File: config.mk
export PLATFORM = sky130hd
export DESIGN_NAME = adaa_wf_state_mem
export DESIGN_NICKNAME = d
export VERILOG_FILES = /design/src/rtl/core/adaa_wf_pkg.sv /design/src/rtl/core/adaa_wf_state_mem.sv
export SDC_FILE = /design/constraint.sdc
export NUM_CORES = 1
export LEC_CHECK = 0
export BUFFER_PORTS_ARGS = -buffer_cell sky130_fd_sc_hd__buf_2
export CAP_MARGIN = 15
export CORE_MARGIN = 4
export CORE_UTILIZATION = 35
export CTS_CLUSTER_DIAMETER = 60
export DETAILED_ROUTE_END_ITERATION = 8
export HOLD_SLACK_MARGIN = 0.15
export PLACE_DENSITY = 0.59
export SYNTH_ARGS = -nofsm -noshare
export SYNTH_HDL_FRONTEND = slang
export SYNTH_SLANG_ARGS = --single-unit
export TNS_END_PERCENT = 100
File: constraint.sdc
create_clock -name clock -period 6 [get_ports clock]
set_clock_uncertainty 0.2 [all_clocks]
set_input_delay 1.2 -clock clock [delete_from_list [all_inputs] [get_ports clock]]
set_output_delay 1.2 -clock clock [all_outputs]
set_load 0.005 [all_outputs]
File: src/rtl/core/adaa_wf_pkg.sv
// ----------------------------------------------------------------------------
// adaa_wf_pkg
// Shared types and constants of the two-stage antialiased wavefolder.
// ----------------------------------------------------------------------------
package adaa_wf_pkg;

   localparam int    FRACTION_BITS        = 21;
   localparam int    DEFAULT_NUM_CHANNELS = 16;

   localparam int    SAMPLE_W = 24;
   localparam int    THRESH_W = 22;
   localparam int    CHAN_W   = 4;
   localparam int    DIFF_W   = SAMPLE_W + 1;
   localparam int    MUL_W    = 28;
   localparam int    ACC_W    = 2 * MUL_W;
   localparam int    QUOT_W   = 24;
   localparam int    ENTRY_W  = 2 * SAMPLE_W;

   localparam longint ONE          = longint'(1) << FRACTION_BITS;
   localparam longint CQ           = (ONE + 5) / 10;
   localparam longint TQ           = 2 * ONE + CQ;
   localparam longint NEAR_LIMIT   = (ONE - 1) / 100000;
   localparam longint FOLD_CONST   = 2 * ONE * ONE;
   localparam longint CLIP_CONST   = 2 * ONE * ONE - CQ * CQ;
   localparam longint SMAX         = 8388607;
   localparam longint SMIN         = -8388608;

   typedef logic signed [SAMPLE_W-1:0] sample_type;
   typedef logic signed [ACC_W-1:0]    acc_type;
   typedef logic signed [DIFF_W-1:0]   diff_type;

   typedef enum logic [3:0] {
      S_IDLE,
      S_CHAN,
      S_READ,
      S_DIFF,
      S_PICK,
      S_MUL,
      S_ACC,
      S_DIVGO,
      S_DIVWAIT,
      S_NEXT,
      S_FINISH
   } wf_state_type;

endpackage

File: src/rtl/core/adaa_wf_state_mem.sv
// ----------------------------------------------------------------------------
// adaa_wf_state_mem
// Per-channel store of the last stage inputs, one read port with a
// registered output and one write port; entries not yet written read as zero.
// ----------------------------------------------------------------------------
module adaa_wf_state_mem
   import adaa_wf_pkg::*;
#(
   parameter int DEPTH = DEFAULT_NUM_CHANNELS,
   parameter int AW    = 4
) (
   input  logic               clock,
   input  logic               reset,
   input  logic               rd_en,
   input  logic [AW-1:0]      rd_addr,
   output logic [ENTRY_W-1:0] rd_data,
   input  logic               wr_en,
   input  logic [AW-1:0]      wr_addr,
   input  logic [ENTRY_W-1:0] wr_data
);

   logic [ENTRY_W-1:0] mem [DEPTH];
   logic [DEPTH-1:0]   valid_ff;
   logic [ENTRY_W-1:0] rd_raw_ff;
   logic               rd_vld_ff;

   always_ff @(posedge clock) begin
      if (wr_en) begin
         mem[wr_addr] <= wr_data;
      end
      if (rd_en) begin
         rd_raw_ff <= mem[rd_addr];
      end
   end

   always_ff @(posedge clock) begin
      if (reset) begin
         valid_ff  <= '0;
         rd_vld_ff <= 1'b0;
      end else begin
         if (wr_en) begin
            valid_ff[wr_addr] <= 1'b1;
         end
         if (rd_en) begin
            rd_vld_ff <= valid_ff[rd_addr];
         end
      end
   end

   assign rd_data = rd_vld_ff ? rd_raw_ff : '0;

endmodule

==> impl_results.md, run 1 <==
- Period utilisation layout: 59.88%
- Number of buffers created by CTS: 86
- Overall Global Routing Usage: 15.14%
- Pre-antenna DRT Iters: 5
- FILL cells: 7696
- Worst R2R Setup Slack: 4.18 ns
- Synth Net Count: 1316
- CP max FO: 39
- Via count: 13.87k
- Fin Setup TNS: 0 ns
- Hold Buf Count CTS: 0
- Final Max Tran Viols: 0
- Type of element capturing the critical path: output pin
- Crit path required time: 4.60 ns
- Sequential share of the synthesized area: 79.31%
- Die X: 307.2 um
- Final worst slack: 2.407 ns
- Inst Count DP: 2497
- Yosys synthesis warning count: 0
- Worst r2r path cells: 2
- Via density: 5.221
- Nets: 1480
- Max rail drop VDD: 0.0001877 V
- Leakage: 11.40 nW
- IO Pins: 108
- Die area: 94350 sq um
- Max-cap violations: 0
- Post-DP HPWL: 35600 um
- Setup bufs post-CTS: 0
- Most frequent cells in the layout: 816 x edfxtp_1, 242 x mux4_2, 102 x buf_2
- DRT antenna net count: 0
- Final Wtd Congestion: 0.6844
- Commonest non-fill, non-tap cell in the layout: edfxtp_1
- #FFs+latches synth: 833
- Pwr Density: 338.9 nW/um^2
- Largest net degree at the start of global routing: 109
- Port Buffers: 107
- Pre-CTS setup slack: 2.084 ns
- Rel. slew slack: 20.42%
- RSZ-0062 raised after global routing: false
- Hold Fails Final Rpt: 0
- Post-Syn Instances: 1256
- CTS max path bufs: 3
- Core area: 88650 sq um
- Fin util: 40.83%
- Kind of critical path: reg2out
- Unique masters post-synth: 21
- DP Area: 33460 sq um
- DR WL/cell: 26.77 um
- Area delta synth->final: 15.55%
- TritonCTS clock tree: yes
- Worst hold path type: reg2reg
- DRC: 0
- H-tree depth: 3
- Worst R2R Start: mem[12][36]
- Reg2reg end: rd_raw_ff[36]
- Layout cell share with drive strength beyond 1: 34.86%
- Post-Layout Inst Area: 36190 sq um
- Non-Filler Instances: 2657
- CP endpoint: rd_data[10]
- Hold Slack: 0.2741 ns
- Rows: 109
- Cell Area, Synth: 31320 sq um
- Number of global-route vias before repair: 14.56k
- First-pass GRT wire length: 103500 um
- Total gr overflow: 0
- Reg clk slew, reported paths: 0.06 ns
- Root buf cell: clkbuf_16
- Initial antenna violation count: 12
- Actual slew at the worst max-slew pin: 1.194 ns
- Startpoint Class: register
- Crit. Startpoint: rd_vld_ff
- Drt total wl: 71130 um
- Die Y: 307.2 um
- Initial core utilization: 35.34%
- Worst skew pair latency: 0.63 ns
- Synth Area per Inst: 24.94 sq um
- Post-cts sizing count: 0
- Setup Viol. Count Final: 0
- Power consumption: 12.27 mW
- CP arrival: 2.19 ns
- Sink Count: 833
- Max Freq: 278.3 MHz
- Status: complete, no violations
- 1st-iter DRT viols: 1502
- Minimum clock period: 3.593 ns
==> routing by layer <==
layer	GRT usage, %	wire length [um]	vias up
met2	24.18	34420	427
met1	21.74	31480	7639
met3	2.789	4040	89
met4	3.804	1194	2
met5	0	7	-
li1	-	-	5715
==> synth_stat cells <==
master	number	area, sq um
and2_1	48	300.3
buf_6	18	202.7
mux2i_1	4	40.04
dfxtp_1	17	340.3
nor2_1	47	176.4
clkbuf_1	31	116.4
nand2b_1	2	12.51
mux4_2	242	5450
a221oi_2	1	15.01
buf_1	5	18.77
buf_2	9	45.04
nor2b_1	1	6.260
or3b_2	2	17.52
nand3b_1	3	22.52
nor3_1	4	20.02
nand2_1	2	7.510
nand3_1	1	5.000
a221oi_1	1	8.760
edfxtp_1	816	24500
o211ai_1	1	7.510
a22oi_1	1	7.510
==> state kept, by name (all words and copies together) (netlist names) <==
register,cells
mem,768
valid_ff,16
rd_vld_ff,1
rd_raw_ff,48
==> report_power, final <==
| group | switching, mW | internal (mW) | leakage, nW |
|---|---|---|---|
| clock network | 2.15 | 2.99 | 1.34 |
| registers | 0.0400 | 6.54 | 7.55 |
| logic | 0.305 | 0.248 | 2.52 |
| total | 2.49 | 9.77 | 11.4 |
==> critical path, cell delays in order (launching register included) <==
cell and delay, ns:
dfxtp_2 0.45, buf_4 0.56, and2_1 0.36, buf_2 0.17
==> worst min-delay path by stage <==
stage | from | endpoint | slack, ns | cells after the start
after floorplan | valid_ff[10] | valid_ff[10] | 0.23 | 2
after global placement | valid_ff[15] | valid_ff[15] | 0.24 | 2
after detailed placement | valid_ff[1] | valid_ff[1] | 0.26 | 2
after CTS | valid_ff[1] | valid_ff[1] | 0.27 | 2
after global routing | valid_ff[9] | valid_ff[9] | 0.30 | 2
final | valid_ff[1] | valid_ff[1] | 0.27 | 2
==> area by class of cell <==
type	instances	area [sq um]	area share, %
Clock buffer	102	2297	6.347
Timing Repair Buffer	139	952.2	2.631
Antenna cell	3	7.507	0.02074
Clock inverter	55	426.7	1.179
Multi-Input combinational cell	360	6207	17.15
Tap cell	1165	1458	4.027
Sequential cell	833	24850	68.65
==> logic make-up after synthesis <==
family / after synthesis / share of synthesized area (%)
buffers and inverters: 63 / 1.222
muxes: 246 / 17.53
AOI/OAI and AO/OA: 4 / 0.1238
and+or+nand+nor: 110 / 1.813
DFF: 833 / 79.31
(Power assumes the default switching activity.)
==> run 2, diff against run 1 <==
--- a/config.mk
+++ b/config.mk
@@ -5,6 +5,7 @@
 export SDC_FILE = /design/constraint.sdc
 export NUM_CORES = 1
 export LEC_CHECK = 0
+export ABC_AREA = 1
 export BUFFER_PORTS_ARGS = -buffer_cell sky130_fd_sc_hd__buf_2
 export CAP_MARGIN = 15
 export CORE_MARGIN = 4
==> constraint.sdc (replaced) <==
create_clock -name clock -period 3.3 [get_ports clock]
set_clock_uncertainty 0.2 [all_clocks]
set_input_delay 0.66 -clock clock [delete_from_list [all_inputs] [get_ports clock]]
set_output_delay 0.66 -clock clock [all_outputs]
set_load 0.005 [all_outputs]
==> run 2 against run 1 <==
Largest power group unchanged; clock power is 76% higher; critical path type unchanged; highest routed layer unchanged; sequential power is 81% higher; final cell count is 45% higher; setup slack worse by 1.7 ns; critical path depth is 1 higher; sequential share of layout area is 2.2 points lower; cell area is 3.3% higher; largest cell class unchanged; synthesized cell count is 98% higher; utilization is 0.22 points lower; global-route usage is 0.95 points higher; worst hold slack worse by 0.065 ns; die area is 4.0% higher.
==> impl_results.md, run 2 <==
- Synth Net Count: 2542 (was 1316)
- RSZ-0062 raised after global routing: false (unchanged)
- Commonest non-fill, non-tap cell in the layout: edfxtp_1 (unchanged)
- Yosys top cell by area: edfxtp_1 (unchanged)
- Leakage: 12.41 nW (was 11.40 nW)
- Layout cell share with drive strength beyond 1: 11.18% (was 34.86%)
- Post-synth top area share: 75.13% (was 78.23%)
- Post-Syn Instances: 2482 (was 1256)
- Pwr Density: 593.8 nW/um^2 (was 338.9 nW/um^2)
- Largest register by flop count: mem (unchanged)
- Most frequent cells in the layout: 816 x edfxtp_1, 593 x nor2_1, 352 x o21ai_0 (was 816 x edfxtp_1, 242 x mux4_2, 102 x buf_2)
- Post-synthesis simple-gate area fraction: 10.11% (was 1.813%)
- CP top delay family: buffers and inverters (unchanged)
- Post-DP HPWL: 40600 um (was 35600 um)
- Crit path required time: 2.44 ns (was 4.60 ns)
- TritonCTS clock tree: yes (unchanged)
- Yosys synthesis warning count: 0 (unchanged)
- Via density: 5.188 (was 5.221)
- Initial core utilization: 35.42% (was 35.34%)
- Largest registers: mem: 768 flops, rd_raw_ff: 48 flops, valid_ff: 16 flops (unchanged)
- Startpoint Class: register (unchanged)
- Period utilisation layout: 80.06%
- CP peak stage delay: 0.38 ns (was 0.56 ns)
- Nets: 2614 (was 1480)
- IO Pins: 108 (unchanged)
- Final Wtd Congestion: 0.7247 (was 0.6844)
- DR WL/cell: 20.77 um (was 26.77 um)
- Sink Count: 833 (unchanged)
- Most common cell in the netlist: edfxtp_1 (unchanged)
- Xor and xnor fraction of the mapped netlist area: 0% (unchanged)
- Minimum clock period: 2.642 ns
- Rows: 111 (was 109)
- Crit path cell chain: buf_4, nand2_1, inv_1, buf_2 (was buf_4, and2_1, buf_2)
- H-tree depth: 3 (unchanged)
- Hold Slack: 0.2096 ns (was 0.2741 ns)
- Post-cts sizing count: 0 (unchanged)
- Buffers & Inverters on Critical Path: 3 (was 2)
- #FFs+latches synth: 833 (unchanged)
- Final Max Tran Viols: 0 (unchanged)
- Max rail drop VDD: 0.0003411 V (was 0.0001877 V)
- Rel. slew slack: 47.49% (was 20.42%)
- Kind of critical path: reg2out (unchanged)
- Status: complete, no violations (unchanged)
- Type of element capturing the critical path: output pin (unchanged)
- Largest net degree at the start of global routing: 141 (was 109)
- Area delta synth->final: 14.65% (was 15.55%)
- Hold Fails Final Rpt: 0 (unchanged)
- 1st-iter DRT viols: 1884 (was 1502)
- Reg clk slew, reported paths: 0.06 ns (about the same)
- CP max FO: 27 (was 39)
- Number of global-route vias before repair: 19.55k (was 14.56k)
- Worst R2R Setup Slack: 1.79 ns (was 4.18 ns)
- CP max stage cell: buf_4 (unchanged)
- Worst hold path type: in2reg (was reg2reg)
- Post-Synth Adder-Cell Area: 0% (unchanged)
- Largest family of logic cells by synthesized area: compound AO/OA/AOI/OAI gates (was multiplexers)
- Core area: 92080 sq um (was 88650 sq um)
- Hold Buf Count CTS: 0 (unchanged)
- Die area: 98130 sq um (was 94350 sq um)
- Main flop type after synthesis: edfxtp_1 (unchanged)
- Die Y: 313.3 um (was 307.2 um)
- First-pass GRT wire length: 121800 um (was 103500 um)
- DRT antenna net count: 0 (unchanged)
- CTS max path bufs: 3 (unchanged)
- Setup bufs post-CTS: 0 (unchanged)
- Total gr overflow: 0 (unchanged)
- Post-Layout Inst Area: 37390 sq um (was 36190 sq um)
- Root buf cell: clkbuf_16 (unchanged)
- Number of buffers created by CTS: 83 (was 86)
- Most frequent cells after synthesis: 816 x edfxtp_1, 609 x nor2_1, 352 x o21ai_0, 177 x o211ai_1, 119 x nand2_1 (was 816 x edfxtp_1, 242 x mux4_2, 48 x and2_1, 47 x nor2_1, 31 x clkbuf_1)
- Compound-Gate Fraction of Synth Area: 10.43% (was 0.1238%)
- Unique masters post-synth: 19 (was 21)
- Non-Filler Instances: 3864 (was 2657)
- Cell Area, Synth: 32610 sq um (was 31320 sq um)
- Sequential share of the synthesized area: 76.18% (was 79.31%)
- Worst skew pair latency: 0.63 ns (about the same)
- Pre-antenna DRT Iters: 7 (was 5)
- Actual slew at the worst max-slew pin: 0.7877 ns (was 1.194 ns)
- Inst Count DP: 3712 (was 2497)
- DRC: 0 (unchanged)
- Post-synthesis mux area share: 0% (was 17.53%)
- Max Freq: 378.5 MHz
- Ys async rst share: 0% (unchanged)
- EDFF count, synth: 816 (unchanged)
- Synth Area per Inst: 13.14 sq um (was 24.94 sq um)
- Max-cap violations: 0 (unchanged)
- Drt total wl: 80250 um (was 71130 um)
- CP arrival: 1.78 ns (was 2.19 ns)
- Die X: 313.3 um (was 307.2 um)
- Overall Global Routing Usage: 16.09% (was 15.14%)
- Synth top area cells: edfxtp_1 75%, nor2_1 7.0%, o21ai_0 5.4%, o211ai_1 4.1%, nand3_1 1.7% (was edfxtp_1 78%, mux4_2 17%, dfxtp_1 1.1%, and2_1 0.96%, buf_6 0.65%)
- Max reg flops: 768 (unchanged)
- Power consumption: 22.20 mW (was 12.27 mW)
- DP Area: 34790 sq um (was 33460 sq um)
- Port Buffers: 107 (unchanged)
- Initial antenna violation count: 8 (was 12)
- Via count: 20.05k (was 13.87k)
- Setup Viol. Count Final: 0 (unchanged)
==> run 2: cell count changes in the layout (fill, tap and decap cells not counted), moves of 20 or more <==
cell / previous run / this run
o21ai_1: 0 / 32
o211ai_1: 1 / 177
nand2_1: 2 / 119
nor2_1: 35 / 593
o21ai_0: 0 / 352
and2_1: 48 / 0
nand3_1: 1 / 111
mux4_2: 242 / 0
buf_12: 12 / 32
inv_1: 0 / 57
==> run 2: cell families (layout without fill, tap and decap cells) <==
| logic type | after synthesis | count (layout) |
|---|---|---|
| flops | 833 | 833 |
| buf+inv | 230 | 368 |
| other cells | 0 | 1 |
| simple gates | 841 | 841 |
| compound gates | 578 | 578 |
==> run 2: layout make-up <==
cell class                      count  area, sq um
Fill cell                        8426        54690
Tap cell                         1243         1555
Timing Repair Buffer              156         1325
Antenna cell                        1        2.502
Inverter                           61        245.2
Clock inverter                     39        327.8
Clock buffer                      112         2270
Multi-Input combinational cell   1419         6820
Sequential cell                   833        24850
==> run 2: through the flow <==
step                setup slack (ns)  TNS, ns  util (%)
global route                  0.5713        0     40.60
global placement              0.6432        0     37.78
floorplan                    -0.3568  -153.15         -
CTS                           0.5699        0     40.60
finish                        0.6579        0     40.61
detailed placement            0.6260        0     37.78
==> run 2: worst paths after layout <==
kind | start | end | cells after the start
min | wr_data[22] | mem[8][22] | 1
min reg2reg | valid_ff[14] | valid_ff[14] | 2
max | rd_vld_ff | rd_data[20] | 4
max reg2reg | mem[5][23] | rd_raw_ff[23] | 6
==> run 2: where the power goes <==
part	switching [mW]	internal (mW)
clock	3.85	5.16
combinational	0.895	0.349
sequential	0.0623	11.9
total	4.81	17.4
==> run 2: layer usage <==
metal	vias up	routed length (um)	global-route usage [%]
li1	9186	-	-
met1	10083	34570	21.90
met2	661	38920	27.05
met3	114	5159	2.479
met4	4	1572	4.256
met5	-	32	0
