[src/rtl/core/adaa_wf_pkg.sv]
// ----------------------------------------------------------------------------
// adaa_wf_pkg
// Shared types and constants of the two-stage antialiased wavefolder.
// ----------------------------------------------------------------------------
package adaa_wf_pkg;

   localparam int    FRACTION_BITS        = 21;
   localparam int    DEFAULT_NUM_CHANNELS = 16;

   localparam int    SAMPLE_W = 24;
   localparam int    THRESH_W = 22;
   localparam int    CHAN_W   = 4;
   localparam int    DIFF_W   = SAMPLE_W + 1;
   localparam int    MUL_W    = 28;
   localparam int    ACC_W    = 2 * MUL_W;
   localparam int    QUOT_W   = 24;
   localparam int    ENTRY_W  = 2 * SAMPLE_W;

   localparam longint ONE          = longint'(1) << FRACTION_BITS;
   localparam longint CQ           = (ONE + 5) / 10;
   localparam longint TQ           = 2 * ONE + CQ;
   localparam longint NEAR_LIMIT   = (ONE - 1) / 100000;
   localparam longint FOLD_CONST   = 2 * ONE * ONE;
   localparam longint CLIP_CONST   = 2 * ONE * ONE - CQ * CQ;
   localparam longint SMAX         = 8388607;
   localparam longint SMIN         = -8388608;

   typedef logic signed [SAMPLE_W-1:0] sample_type;
   typedef logic signed [ACC_W-1:0]    acc_type;
   typedef logic signed [DIFF_W-1:0]   diff_type;

   typedef enum logic [3:0] {
      S_IDLE,
      S_CHAN,
      S_READ,
      S_DIFF,
      S_PICK,
      S_MUL,
      S_ACC,
      S_DIVGO,
      S_DIVWAIT,
      S_NEXT,
      S_FINISH
   } wf_state_type;

endpackage

[src/rtl/core/adaa_wf_divider.sv]
// ----------------------------------------------------------------------------
// adaa_wf_divider
// Restoring divider, one quotient bit per cycle: round(num / (2 * den)),
// saturated to the sample range.
// ----------------------------------------------------------------------------
module adaa_wf_divider
   import adaa_wf_pkg::*;
(
   input  logic       clock,
   input  logic       reset,
   input  logic       start,
   input  acc_type    num,
   input  diff_type   den,
   output logic       done,
   output sample_type quot
);

   localparam int REM_W = ACC_W + 1;
   localparam int CNT_W = $clog2(QUOT_W + 1);

   logic              busy_ff, busy_in;
   logic              done_ff, done_in;
   logic [CNT_W-1:0]  cnt_ff, cnt_in;
   logic [REM_W-1:0]  rem_ff, rem_in;
   logic [REM_W-1:0]  dsh_ff, dsh_in;
   logic [QUOT_W-1:0] q_ff, q_in;
   logic              neg_ff, neg_in;
   logic              ovf_ff, ovf_in;

   logic [ACC_W-1:0]  un;
   logic [DIFF_W-1:0] ud;
   logic [REM_W-1:0]  dividend;
   logic [REM_W-1:0]  divisor;

   always_comb begin
      un       = num[ACC_W-1] ? ACC_W'(-num) : ACC_W'(num);
      ud       = den[DIFF_W-1] ? DIFF_W'(-den) : DIFF_W'(den);
      dividend = REM_W'(un) + REM_W'(ud);
      divisor  = REM_W'(ud) << 1;

      busy_in = busy_ff;
      done_in = 1'b0;
      cnt_in  = cnt_ff;
      rem_in  = rem_ff;
      dsh_in  = dsh_ff;
      q_in    = q_ff;
      neg_in  = neg_ff;
      ovf_in  = ovf_ff;

      if (start) begin
         busy_in = 1'b1;
         cnt_in  = CNT_W'(QUOT_W);
         rem_in  = dividend;
         dsh_in  = divisor << (QUOT_W - 1);
         q_in    = '0;
         neg_in  = num[ACC_W-1] ^ den[DIFF_W-1];
         ovf_in  = dividend >= (divisor << QUOT_W);
      end else if (busy_ff) begin
         if (rem_ff >= dsh_ff) begin
            rem_in = rem_ff - dsh_ff;
            q_in   = {q_ff[QUOT_W-2:0], 1'b1};
         end else begin
            q_in   = {q_ff[QUOT_W-2:0], 1'b0};
         end
         dsh_in = dsh_ff >> 1;
         cnt_in = cnt_ff - 1'b1;
         if (cnt_ff == CNT_W'(1)) begin
            busy_in = 1'b0;
            done_in = 1'b1;
         end
      end
   end

   always_ff @(posedge clock) begin
      if (reset) begin
         busy_ff <= 1'b0;
         done_ff <= 1'b0;
      end else begin
         busy_ff <= busy_in;
         done_ff <= done_in;
      end
   end

   always_ff @(posedge clock) begin
      cnt_ff <= cnt_in;
      rem_ff <= rem_in;
      dsh_ff <= dsh_in;
      q_ff   <= q_in;
      neg_ff <= neg_in;
      ovf_ff <= ovf_in;
   end

   always_comb begin
      if (neg_ff) begin
         if (ovf_ff || (q_ff > QUOT_W'(-SMIN))) begin
            quot = SAMPLE_W'(SMIN);
         end else begin
            quot = SAMPLE_W'(-$signed({1'b0, q_ff}));
         end
      end else begin
         if (ovf_ff || (q_ff > QUOT_W'(SMAX))) begin
            quot = SAMPLE_W'(SMAX);
         end else begin
            quot = $signed(q_ff);
         end
      end
   end

   assign done = done_ff;

endmodule

[config.mk]
export PLATFORM = sky130hd
export DESIGN_NAME = adaa_wf_divider
export DESIGN_NICKNAME = d
export VERILOG_FILES = /design/src/rtl/core/adaa_wf_pkg.sv /design/src/rtl/core/adaa_wf_divider.sv
export SDC_FILE = /design/constraint.sdc
export NUM_CORES = 1
export LEC_CHECK = 0
export ABC_AREA = 1
export BUFFER_PORTS_ARGS = -buffer_cell sky130_fd_sc_hd__buf_2
export CAP_MARGIN = 20
export CORE_MARGIN = 2
export CORE_UTILIZATION = 50
export DETAILED_ROUTE_END_ITERATION = 6
export GPL_TIMING_DRIVEN = 0
export HOLD_SLACK_MARGIN = 0.06
export PLACE_DENSITY = 0.75
export SLEW_MARGIN = 20
export SYNTH_ARGS = -nofsm -noshare
export SYNTH_HDL_FRONTEND = slang
export SYNTH_SLANG_ARGS = --single-unit
export TNS_END_PERCENT = 30
[constraint.sdc]
create_clock -name clock -period 6.9 [get_ports clock]
set_input_delay 0.345 -clock clock [delete_from_list [all_inputs] [get_ports clock]]
set_output_delay 0.345 -clock clock [all_outputs]
set_load 0.01 [all_outputs]
==> results of run 1 <==
==> report_power, final <==
part           total, mW  switching (mW)  internal (mW)
sequential          1.08          0.0441           1.03
combinational       2.03            1.37          0.666
clock              0.940           0.363          0.577
==> through the flow <==
step                cells  utilization, %
CTS                  3072           55.81
detailed placement   3041           53.84
floorplan            2529               -
finish               3075           56.00
global placement     3039           53.66
global route         3074           55.99
==> registers in the layout, summed over array words and instances, names as in the netlist <==
name / cells
neg_ff: 1
rem_ff: 57
cnt_ff: 5
ovf_ff: 1
q_ff: 24
done: 1
busy_ff: 1
dsh_ff: 49
==> cell usage in the layout, fill, tap and decap left out, drive strengths merged, types with 28 or more instances in the layout <==
master  Yosys  layout
a21oi     127     127
buf        13     121
clkbuf     31      57
dfxtp      55      55
edfxtp     84      84
ha         94      94
inv       390     390
nand2     679     679
nand3     215     215
nand4      51      51
nor2      318     318
nor3       30      30
o21ai     143     143
o22ai      76      76
xnor2      28      28
xor2       61      61
==> Yosys cell counts, types with 31 or more instances <==
master,number,area share (%)
sky130_fd_sc_hd__edfxtp_1,84,16
sky130_fd_sc_hd__dfxtp_1,55,7.0
sky130_fd_sc_hd__nand2_1,627,15
sky130_fd_sc_hd__nand3_1,199,6.3
sky130_fd_sc_hd__o22ai_1,76,3.0
sky130_fd_sc_hd__nand2_2,47,1.9
sky130_fd_sc_hd__a21oi_1,123,3.9
sky130_fd_sc_hd__xor2_1,61,3.4
sky130_fd_sc_hd__clkbuf_1,31,0.74
sky130_fd_sc_hd__nor2_1,271,6.5
sky130_fd_sc_hd__nand4_1,51,2.0
sky130_fd_sc_hd__ha_1,94,7.5
sky130_fd_sc_hd__o21ai_0,130,4.1
sky130_fd_sc_hd__inv_1,361,8.6
sky130_fd_sc_hd__nor2_2,38,1.5
==> worst paths after layout <==
check,end,slack (ns),depth (start not counted)
setup / recovery,ovf_ff,0.37,39
hold / removal,done,0.09,2
setup reg to reg,rem_ff[31],3.03,14
hold reg to reg,q_ff[0],0.47,2
==> cell families after synthesis <==
group                    count (synthesis)
flip-flops                             139
buffers and inverters                  436
XOR/XNOR                                89
multiplexers                             1
AO/OA/AOI/OAI                          414
adder cells (fa/ha/maj)                 96
AND/OR/NAND/NOR                       1354
==> per-layer routing <==
| layer | up-vias | GRT usage, % |
|---|---|---|
| met3 | 180 | 4.112 |
| li1 | 8627 | - |
| met2 | 706 | 61.27 |
| met5 | - | 0 |
| met1 | 7996 | 40.23 |
| met4 | 0 | 22.34 |
==> layout make-up <==
class,count,area (um2)
antenna,1,2.502
sequential,139,3623
inverter,392,1471
timing repair buffer,112,603.1
fill,3205,13780
clock buffer,23,531.8
tap,402,503.0
buffer,43,177.7
multi-input combinational,1954,10540
clock inverter,9,80.08
==> worst max-delay path: cells and delay by family <==
family	cells	cell delay, ns
buffers and inverters	6	1.26
xor gates and xnor gates	1	0.37
adders and majority gates	2	0.64
AOI/OAI and AO/OA	3	0.55
and+or+nand+nor	27	3.59
==> timing repair <==
action	4_1_cts	5_1_grt
pin swaps	0	2
buffers inserted	0	2
gates resized for setup	1	11
setup endpoints to repair	1	1
gates cloned	0	0
==> results by group, run 1 <==
Drt
  – Met1 WL: ~23000 um
  – Total wirelength of the detailed-routed design: 57510 um
  – Violation count after the first detailed-routing iteration: ~1300
  – Post-detailed-route count of antenna-violating nets: 0
  – WL met2: around 27000 um
  – Wirelength per Cell: approximately 19 um
  – Pre-antenna DRT Iters: 7
  – Drt via density: around 5.7
  – DRC violations left: 0
  – Highest metal layer with signal wires: met4
  – Via count: ~18000
  – Total met3 wirelength after detailed routing: ~3400 um

Synthesis
  – Number of flops mapped to enable cells by yosys: 84
  – Post-Synth XOR/XNOR Area: 4.946%
  – Fraction of synthesis flops using an asynchronous set or reset pin: 0%
  – Yosys warnings: 0
  – Synth Flop Type: sky130_fd_sc_hd__edfxtp_1
  – Total nets after synthesis: 2709
  – Adder and majority gate portion of the synthesized area: approximately 7.7%
  – Netlist area before placement: roughly 16000 um2
  – Dominant combinational cell family by area after synthesis: simple AND/OR/NAND/NOR gates
  – Count of state elements after synthesis: about 140
  – Number of cells produced by synthesis: 2529
  – Mux contribution to synthesized area: 0.06352%
  – Synthesized area per cell: approximately 6.2 um2
  – Distinct cell type count after synthesis: between 50 and 60
  – Synthesized-area fraction occupied by and/or/nand/nor cells: between 30% and 40%
  – Compound-gate portion of the synthesized area: ~15%
  – Post-synthesis sequential area ratio: 22.99%

Clock network
  – Clk sinks: roughly 140
  – CTS tree: built
  – Clk pin slew, worst setup/hold paths: roughly 0.060 ns
  – Hold buffer count at CTS: 0
  – Root Buffer Master: sky130_fd_sc_hd__clkbuf_16
  – Clock buffer depth: 2
  – Skew-Pair Late Insertion Delay: between 0.4 and 0.5 ns
  – CTS H-tree lvls: 4
  – Number of buffers inserted during clock tree synthesis: 17

Pwr
  – Power density cells: between 200 and 250 nW/um2
  – Final total power: 4.049 mW
  – Static power due to leakage: between 8 and 9 nW
  – Peak ir drop on the vdd network: 0.1801 mV

Worst setup path
  – Critical Setup Path Class: in -> reg
  – Arrival time worst endpoint: a little under 7 ns
  – Crit path launch type: primary input
  – Startpoint of the most critical register-to-register path: rem_ff[2]
  – Category of the worst setup path capture point: register
  – Data required time at the worst endpoint: 7.18 ns
  – CP startpoint: num[55]
  – Largest stage delay on the critical path: 0.44 ns
  – Most frequent cell on the critical path: sky130_fd_sc_hd__nand2_1
  – Critical-path cell with the highest stage delay: sky130_fd_sc_hd__fa_1
  – Largest fanout on the critical path: 19

Status
  – Outcome: finished, final reports clean

Cells and area
  – Ratio of cells with drive above 1 in the final layout: between 10% and 20%
  – Post-route cell area: ~18000 um2
  – Count of nets after finishing: 2839
  – Layout overhead on the synthesized area: 11.26%

Floorplanning
  – Die span in y: 181.5 um
  – Number of top-level pins: roughly 110
  – Core box area: 31310 um2
  – X dimension of the die: about 180 um
  – Area of the die: 32950 um2
  – Number of cell rows: 65
  – Initial core utilization: 50.33%

Timing
  – Final hold slack: around 0.092 ns
  – Count of final setup violators: 0
  – Fmax: approximately 0.15 GHz
  – Tmin final: between 6 and 7 ns
  – Final count of hold timing violations: 0
  – RSZ-0062 raised after global routing: no
  – Post-Route Skew: 0.009777 ns
  – Final critical-path share of the clock period: between 90% and 100%
  – Fin. max-slew vios: 0
  – Worst slew margin: between 30 and 40%
  – Slew of the pin with the lowest slew margin: a little over 0.9 ns
  – Setup total negative slack: 0 ns
  – Post-route setup slack: between 0.3 and 0.4 ns

Job
  – # Max-Cap Violations: 0

GRT
  – Combined global-route utilization of all metal layers: between 30% and 40%
  – First-pass GRT wire length: just under 90000 um
  – Pin count of the biggest net entering global routing: 37
  – Global route overflow: 0
  – Initial antenna violation count: 1
  – Via count of the first global-routing pass: ~17000

Place
  – Count of buffers from port buffering: approximately 110
  – Placer congestion estimate: around 1.0
  – Placed standard-cell area: about 17000 um2
  – Worst slack after detailed placement: -0.6385 ns
  – Placed wire-length estimate after detailed placement: just under 50000 um

Min path
  – Hold path start: reset
  – Tightest Hold Check Type: in -> reg
Power figures use the tool's default switching activity.
==> run 2, diff against run 1 <==
--- a/config.mk
+++ b/config.mk
@@ -8,12 +8,14 @@
 export ABC_AREA = 1
 export BUFFER_PORTS_ARGS = -buffer_cell sky130_fd_sc_hd__buf_2
 export CAP_MARGIN = 20
+export CELL_PAD_IN_SITES_DETAIL_PLACEMENT = 0
+export CELL_PAD_IN_SITES_GLOBAL_PLACEMENT = 2
 export CORE_MARGIN = 2
-export CORE_UTILIZATION = 50
+export CORE_UTILIZATION = 34
 export DETAILED_ROUTE_END_ITERATION = 6
 export GPL_TIMING_DRIVEN = 0
 export HOLD_SLACK_MARGIN = 0.06
-export PLACE_DENSITY = 0.75
+export PLACE_DENSITY = 0.83
 export SLEW_MARGIN = 20
 export SYNTH_ARGS = -nofsm -noshare
 export SYNTH_HDL_FRONTEND = slang
==> results by group, run 2 (synthesized netlist as in run 1, its figures left out) <==
Pwr
  – Power density cells: 231.7 nW/um2
  – Share of total power consumed by net switching: between 40% and 50%
  – Part of the total power dissipated in the clock network: between 20% and 30%
  – Static power due to leakage: 8.286 nW
  – Register share of total power: roughly a quarter
  – Peak ir drop on the vdd network: about 0.21 mV
  – Combinational fraction of design power: about half
  – Cell Int Power: 2.265 mW
  – Final total power: around 4.1 mW
  – Power spent charging and discharging nets: 1.859 mW

Floorplanning
  – Area of the die: between 40000 and 50000 um2
  – X dimension of the die: between 200 and 250 um
  – Number of cell rows: between 70 and 80
  – Core box area: around 46000 um2
  – Die span in y: 219.3 um
  – Initial core utilization: 34.58%
  – Number of top-level pins: around 110

Worst setup path
  – Critical Setup Path Class: in -> reg
  – Largest stage delay on the critical path: roughly 0.56 ns
  – R2r setup slk: approximately 2.8 ns
  – Largest fanout on the critical path: 6
  – Most frequent cell on the critical path: sky130_fd_sc_hd__nor2_1
  – Buffer and inverter count on the worst path: 3
  – CP startpoint: den[0]
  – Arrival time worst endpoint: 6.73 ns
  – Crit path launch type: primary input
  – Startpoint of the most critical register-to-register path: rem_ff[0]
  – CP Depth: 37
  – Critical-path cell with the highest stage delay: sky130_fd_sc_hd__nor2_1
  – End point of the critical path: ovf_ff
  – Critical register-to-register path endpoint: rem_ff[48]
  – Delay-heaviest family, CP: simple AND/OR/NAND/NOR gates
  – Category of the worst setup path capture point: register
  – Number of cells on the worst reg-to-reg path: 25
  – Data required time at the worst endpoint: just over 7 ns

Cells and area
  – Layout overhead on the synthesized area: 12.92%
  – Ratio of cells with drive above 1 in the final layout: between 10 and 15%
  – Count of nets after finishing: 2839
  – Most frequent cells in the layout: sky130_fd_sc_hd__nand2_1, sky130_fd_sc_hd__inv_1, sky130_fd_sc_hd__nor2_1, sky130_fd_sc_hd__nand3_1, sky130_fd_sc_hd__o21ai_0
  – Post-route cell area: ~18000 um2
  – Register bank with the most flops: rem_ff
  – Leading cell type in the layout, fill and taps excluded: sky130_fd_sc_hd__nand2_1
  – Number of cells in the finished layout apart from fillers: between 3000 and 4000
  – Antenna Cells: 0
  – Flip-flop count of the largest register after layout: between 50 and 60
  – Leading registers by flop count: rem_ff x57, dsh_ff x49, q_ff x24

Place
  – Worst slack after detailed placement: -0.6971 ns
  – Placed cell count: about 3200
  – Placed standard-cell area: 17110 um2
  – Placed wire-length estimate after detailed placement: approximately 53000 um
  – Placer congestion estimate: a little under 0.9
  – Count of buffers from port buffering: 108

Status
  – Outcome: finished, final reports clean

Drt
  – Violation count after the first detailed-routing iteration: between 900 and 1000
  – Total wirelength of the detailed-routed design: approximately 60000 um
  – Post-detailed-route count of antenna-violating nets: 0
  – Wirelength per Cell: between 15 and 20 um
  – Pre-antenna DRT Iters: 7
  – DRC violations left: 0
  – Via count: around 17000
  – Drt via density: slightly above 5

Clock network
  – Clk sinks: roughly 140
  – Hold buffer count at CTS: 0
  – CTS tree: built
  – Root Buffer Master: sky130_fd_sc_hd__clkbuf_16
  – Clk pin slew, worst setup/hold paths: around 0.07 ns
  – Skew-Pair Late Insertion Delay: 0.44 ns
  – Clock buffer depth: 2
  – CTS H-tree lvls: 4
  – Number of buffers inserted during clock tree synthesis: 17

GRT
  – Combined global-route utilization of all metal layers: ~26%
  – Pin count of the biggest net entering global routing: 46
  – Initial antenna violation count: 0
  – Global route overflow: 0
  – First-pass GRT wire length: about 93000 um
  – Via count of the first global-routing pass: between 15000 and 20000

Timing
  – Tmin final: roughly 6.5 ns
  – RSZ-0062 raised after global routing: no
  – Fin. max-slew vios: 0
  – Post-route setup slack: 0.4395 ns
  – Post-Route Skew: approximately 0.0073 ns
  – Slew of the pin with the lowest slew margin: between 1 and 1.5 ns
  – Fmax: approximately 0.15 GHz
  – Worst slew margin: 31.92%
  – Count of final setup violators: 0
  – Final critical-path share of the clock period: a little over nine tenths
  – Final count of hold timing violations: 0

Min path
  – Tightest Hold Check Type: in -> reg

Job
  – # Max-Cap Violations: 0
run 2: cell types whose count changed in the layout (fill, tap and decap cells not counted), moves of 2 or more:
| cell | previous run | this run |
|---|---|---|
| sky130_fd_sc_hd__clkbuf_8 | 2 | 0 |
| sky130_fd_sc_hd__inv_6 | 0 | 5 |
| sky130_fd_sc_hd__inv_8 | 0 | 2 |
| sky130_fd_sc_hd__clkinv_2 | 5 | 0 |
| sky130_fd_sc_hd__clkbuf_16 | 20 | 18 |
run 2: what timing repair did:
item / CTS / global route
buffers inserted: 0 / 2
setup endpoints to repair: 1 / 1
cloned: 0 / 0
gates resized for setup: 1 / 9
pin swaps: 0 / 2
run 2: final cells by class:
cell class | instances | area (um2)
Clock inverter | 14 | 175.2
Inverter | 392 | 1471
Buffer | 43 | 178.9
Timing Repair Buffer | 112 | 610.6
Multi-Input combinational cell | 1954 | 10530
Sequential cell | 139 | 3623
Tap cell | 600 | 750.7
Fill cell | 5075 | 27780
Clock buffer | 18 | 450.4
run 2: how the worst min path moves through the flow:
stage,from,end,slack [ns],cells after the start
after detailed placement,cnt_ff[4],cnt_ff[4],0.46,1
after floorplan,reset,done,0.42,1
after CTS,reset,done,0.07,2
after global routing,reset,done,0.08,2
final,reset,done,0.08,2
after global placement,cnt_ff[4],cnt_ff[4],0.45,1
run 2: per-layer routing:
metal	share of wire, %	global-route usage, %
met3	3.8	1.733
met2	47	44.73
met4	3.0	7.455
met1	46	33.69
met5	0	0
run 2: power groups by stage:
stage	logic [mW]	clock network [mW]	registers, mW
floorplan	1.41	0	1.08
global route	2.32	1.03	1.08
detailed placement	2.03	0	1.09
finish	2.06	0.985	1.07
global placement	2.01	0	1.09
CTS	2.04	1.00	1.07
run 2: per-stage QoR:
step	setup TNS, ns	hold WS [ns]	util [%]
finish	0	0.08361	39.04
global route	0	0.07717	39.04
CTS	0	0.07141	38.93
detailed placement	-0.6971	0.4620	37.55
global placement	-0.7951	0.4545	37.41
floorplan	0	0.4236	-
==> run 3, diff against run 2 <==
--- a/config.mk
+++ b/config.mk
@@ -16,6 +16,7 @@
 export GPL_TIMING_DRIVEN = 0
 export HOLD_SLACK_MARGIN = 0.06
 export PLACE_DENSITY = 0.83
+export SETUP_SLACK_MARGIN = 0.5
 export SLEW_MARGIN = 20
 export SYNTH_ARGS = -nofsm -noshare
 export SYNTH_HDL_FRONTEND = slang
==> results by group, run 3 (synthesized netlist as in run 1, its figures left out) <==
Clock network
  – Clock buffer depth: 2
  – Skew-Pair Late Insertion Delay: 0.44 ns
  – Number of buffers inserted during clock tree synthesis: 17
  – Clk sinks: 139
  – CTS H-tree lvls: 4
  – Root Buffer Master: sky130_fd_sc_hd__clkbuf_16
  – CTS tree: built
  – Hold buffer count at CTS: 0
  – Clk pin slew, worst setup/hold paths: approximately 0.070 ns

Cells and area
  – Count of nets after finishing: between 2000 and 3000
  – Ratio of cells with drive above 1 in the final layout: between 10% and 20%
  – Area taken by flip-flops and latches: 3623 um2
  – Leading registers by flop count: rem_ff x57, dsh_ff x49, q_ff x24
  – Filler instances: 5076
  – Post-route cell area: ~18000 um2
  – Most frequent cells in the layout: sky130_fd_sc_hd__nand2_1, sky130_fd_sc_hd__inv_1, sky130_fd_sc_hd__nor2_1, sky130_fd_sc_hd__nand3_1, sky130_fd_sc_hd__o21ai_0
  – Leading cell type in the layout, fill and taps excluded: sky130_fd_sc_hd__nand2_1
  – Area used by multi-input combinational logic: around 11000 um2
  – Number of cells in the finished layout apart from fillers: roughly 3300
  – Antenna Cells: 0
  – Register bank with the most flops: rem_ff
  – Flip-flop count of the largest register after layout: 57
  – Layout overhead on the synthesized area: 13.29%

Drt
  – DRC violations left: 0
  – Total wirelength of the detailed-routed design: between 60000 and 70000 um
  – Violation count after the first detailed-routing iteration: about 1100
  – Via count: ~17000
  – Wirelength per Cell: ~19 um
  – Pre-antenna DRT Iters: 5
  – Drt via density: roughly 5.2
  – Post-detailed-route count of antenna-violating nets: 0

Worst setup path
  – Arrival time worst endpoint: 6.28 ns
  – Data required time at the worst endpoint: 7.17 ns
  – R2r setup slk: ~2.9 ns
  – Critical Setup Path Class: in -> reg
  – Category of the worst setup path capture point: register
  – Largest fanout on the critical path: 5
  – Crit path launch type: primary input
  – Largest stage delay on the critical path: ~0.38 ns
  – Critical-path cell with the highest stage delay: sky130_fd_sc_hd__ha_2

GRT
  – Combined global-route utilization of all metal layers: approximately a quarter
  – First-pass GRT wire length: a little over 90000 um
  – Pin count of the biggest net entering global routing: 46
  – Via count of the first global-routing pass: around 16000
  – Initial antenna violation count: 0
  – Global route overflow: 0

Place
  – Placed wire-length estimate after detailed placement: 53290 um
  – Count of buffers from port buffering: 108
  – Placer congestion estimate: roughly 0.88
  – Placed cell count: between 3000 and 4000
  – Placed standard-cell area: 17110 um2

Timing
  – Post-Route Skew: between 0.007 and 0.008 ns
  – Tmin final: 6.007 ns
  – Final count of hold timing violations: 0
  – Count of final setup violators: 0
  – RSZ-0062 raised after global routing: no
  – Fmax: roughly 0.17 GHz
  – Final critical-path share of the clock period: 87.06%
  – Worst slew margin: 32.02%
  – Final hold slack: 0.08516 ns
  – Slew of the pin with the lowest slew margin: around 1.0 ns
  – Fin. max-slew vios: 0

Pwr
  – Share of total power consumed by net switching: between 40% and 50%
  – Register share of total power: between 20% and 30%
  – Power spent charging and discharging nets: 1.860 mW
  – Part of the total power dissipated in the clock network: between 20% and 30%
  – Peak ir drop on the vdd network: roughly 0.21 mV
  – Final total power: roughly 4.1 mW
  – Combinational fraction of design power: about half
  – Static power due to leakage: ~8.3 nW
  – Power density cells: 231.2 nW/um2
  – Cell Int Power: between 2 and 2.5 mW

Floorplanning
  – Number of cell rows: about 80
  – Die span in y: 219.3 um
  – Area of the die: 48090 um2
  – Initial core utilization: around 35%
  – X dimension of the die: around 220 um
  – Core box area: 45580 um2
  – Number of top-level pins: 109

Status
  – Outcome: finished, final reports clean

Job
  – # Max-Cap Violations: 0

Min path
  – Tightest Hold Check Type: in -> reg
-- run 3: cell count changes in the layout (fill, tap and decap cells not counted), sizes merged --
cell / change
buf: +1
-- run 3: worst max-delay path: cells and delay by family --
family	cells	cell delay (ns)
AND/OR/NAND/NOR	24	3.34
adder cells (fa/ha/maj)	3	0.93
AO/OA/AOI/OAI	4	0.76
XOR/XNOR	2	0.45
buffers and inverters	4	0.44
-- run 3: through the flow --
step                      util (%)  TNS (ns)  worst slack [ns]
after floorplan                  -         0             1.820
after global placement       37.41   -0.7951           -0.7951
after detailed placement     37.55   -0.6971           -0.6971
after CTS                    39.08         0            0.5221
after global routing         39.17         0            0.5041
final                        39.17         0            0.8928
-- run 3: timing repair --
item                       in CTS  in global routing
pin swaps                       2                  1
setup endpoints to repair       1                  1
buffers inserted                2                  0
gates resized for setup        13                 15
-- run 3: layout make-up --
type / instances / area share, %
Buffer: 44 / 1.107
Clock buffer: 18 / 2.523
Clock inverter: 14 / 0.9811
Inverter: 392 / 8.242
Multi-Input combinational cell: 1954 / 59.23
Sequential cell: 139 / 20.30
Tap cell: 600 / 4.205
Timing Repair Buffer: 112 / 3.420
-- run 3: final timing paths --
| kind | startpoint | to | depth (start not counted) |
|---|---|---|---|
| worst min register to register | cnt_ff[4] | cnt_ff[4] | 1 |
| worst max register to register | rem_ff[0] | rem_ff[48] | 25 |
| worst max-delay path | den[0] | ovf_ff | 37 |
| worst min-delay path | reset | done | 2 |
-- run 3: routing by layer --
metal / vias up / track usage, % / part of all wire (%)
met4: 0 / 8.221 / 3.0
met5: - / 0 / 0
met3: 68 / 1.746 / 3.6
li1: 8614 / - / -
met1: 7894 / 33.71 / 46
met2: 369 / 44.47 / 47
-- run 3: power groups by stage --
| stage | Clock (mW) | Combinational [mW] | Sequential (mW) |
|---|---|---|---|
| floorplan | 0 | 1.41 | 1.08 |
| global placement | 0 | 2.01 | 1.09 |
| detailed placement | 0 | 2.03 | 1.09 |
| CTS | 1.00 | 2.04 | 1.07 |
| global route | 1.03 | 2.32 | 1.08 |
| finish | 0.983 | 2.07 | 1.07 |
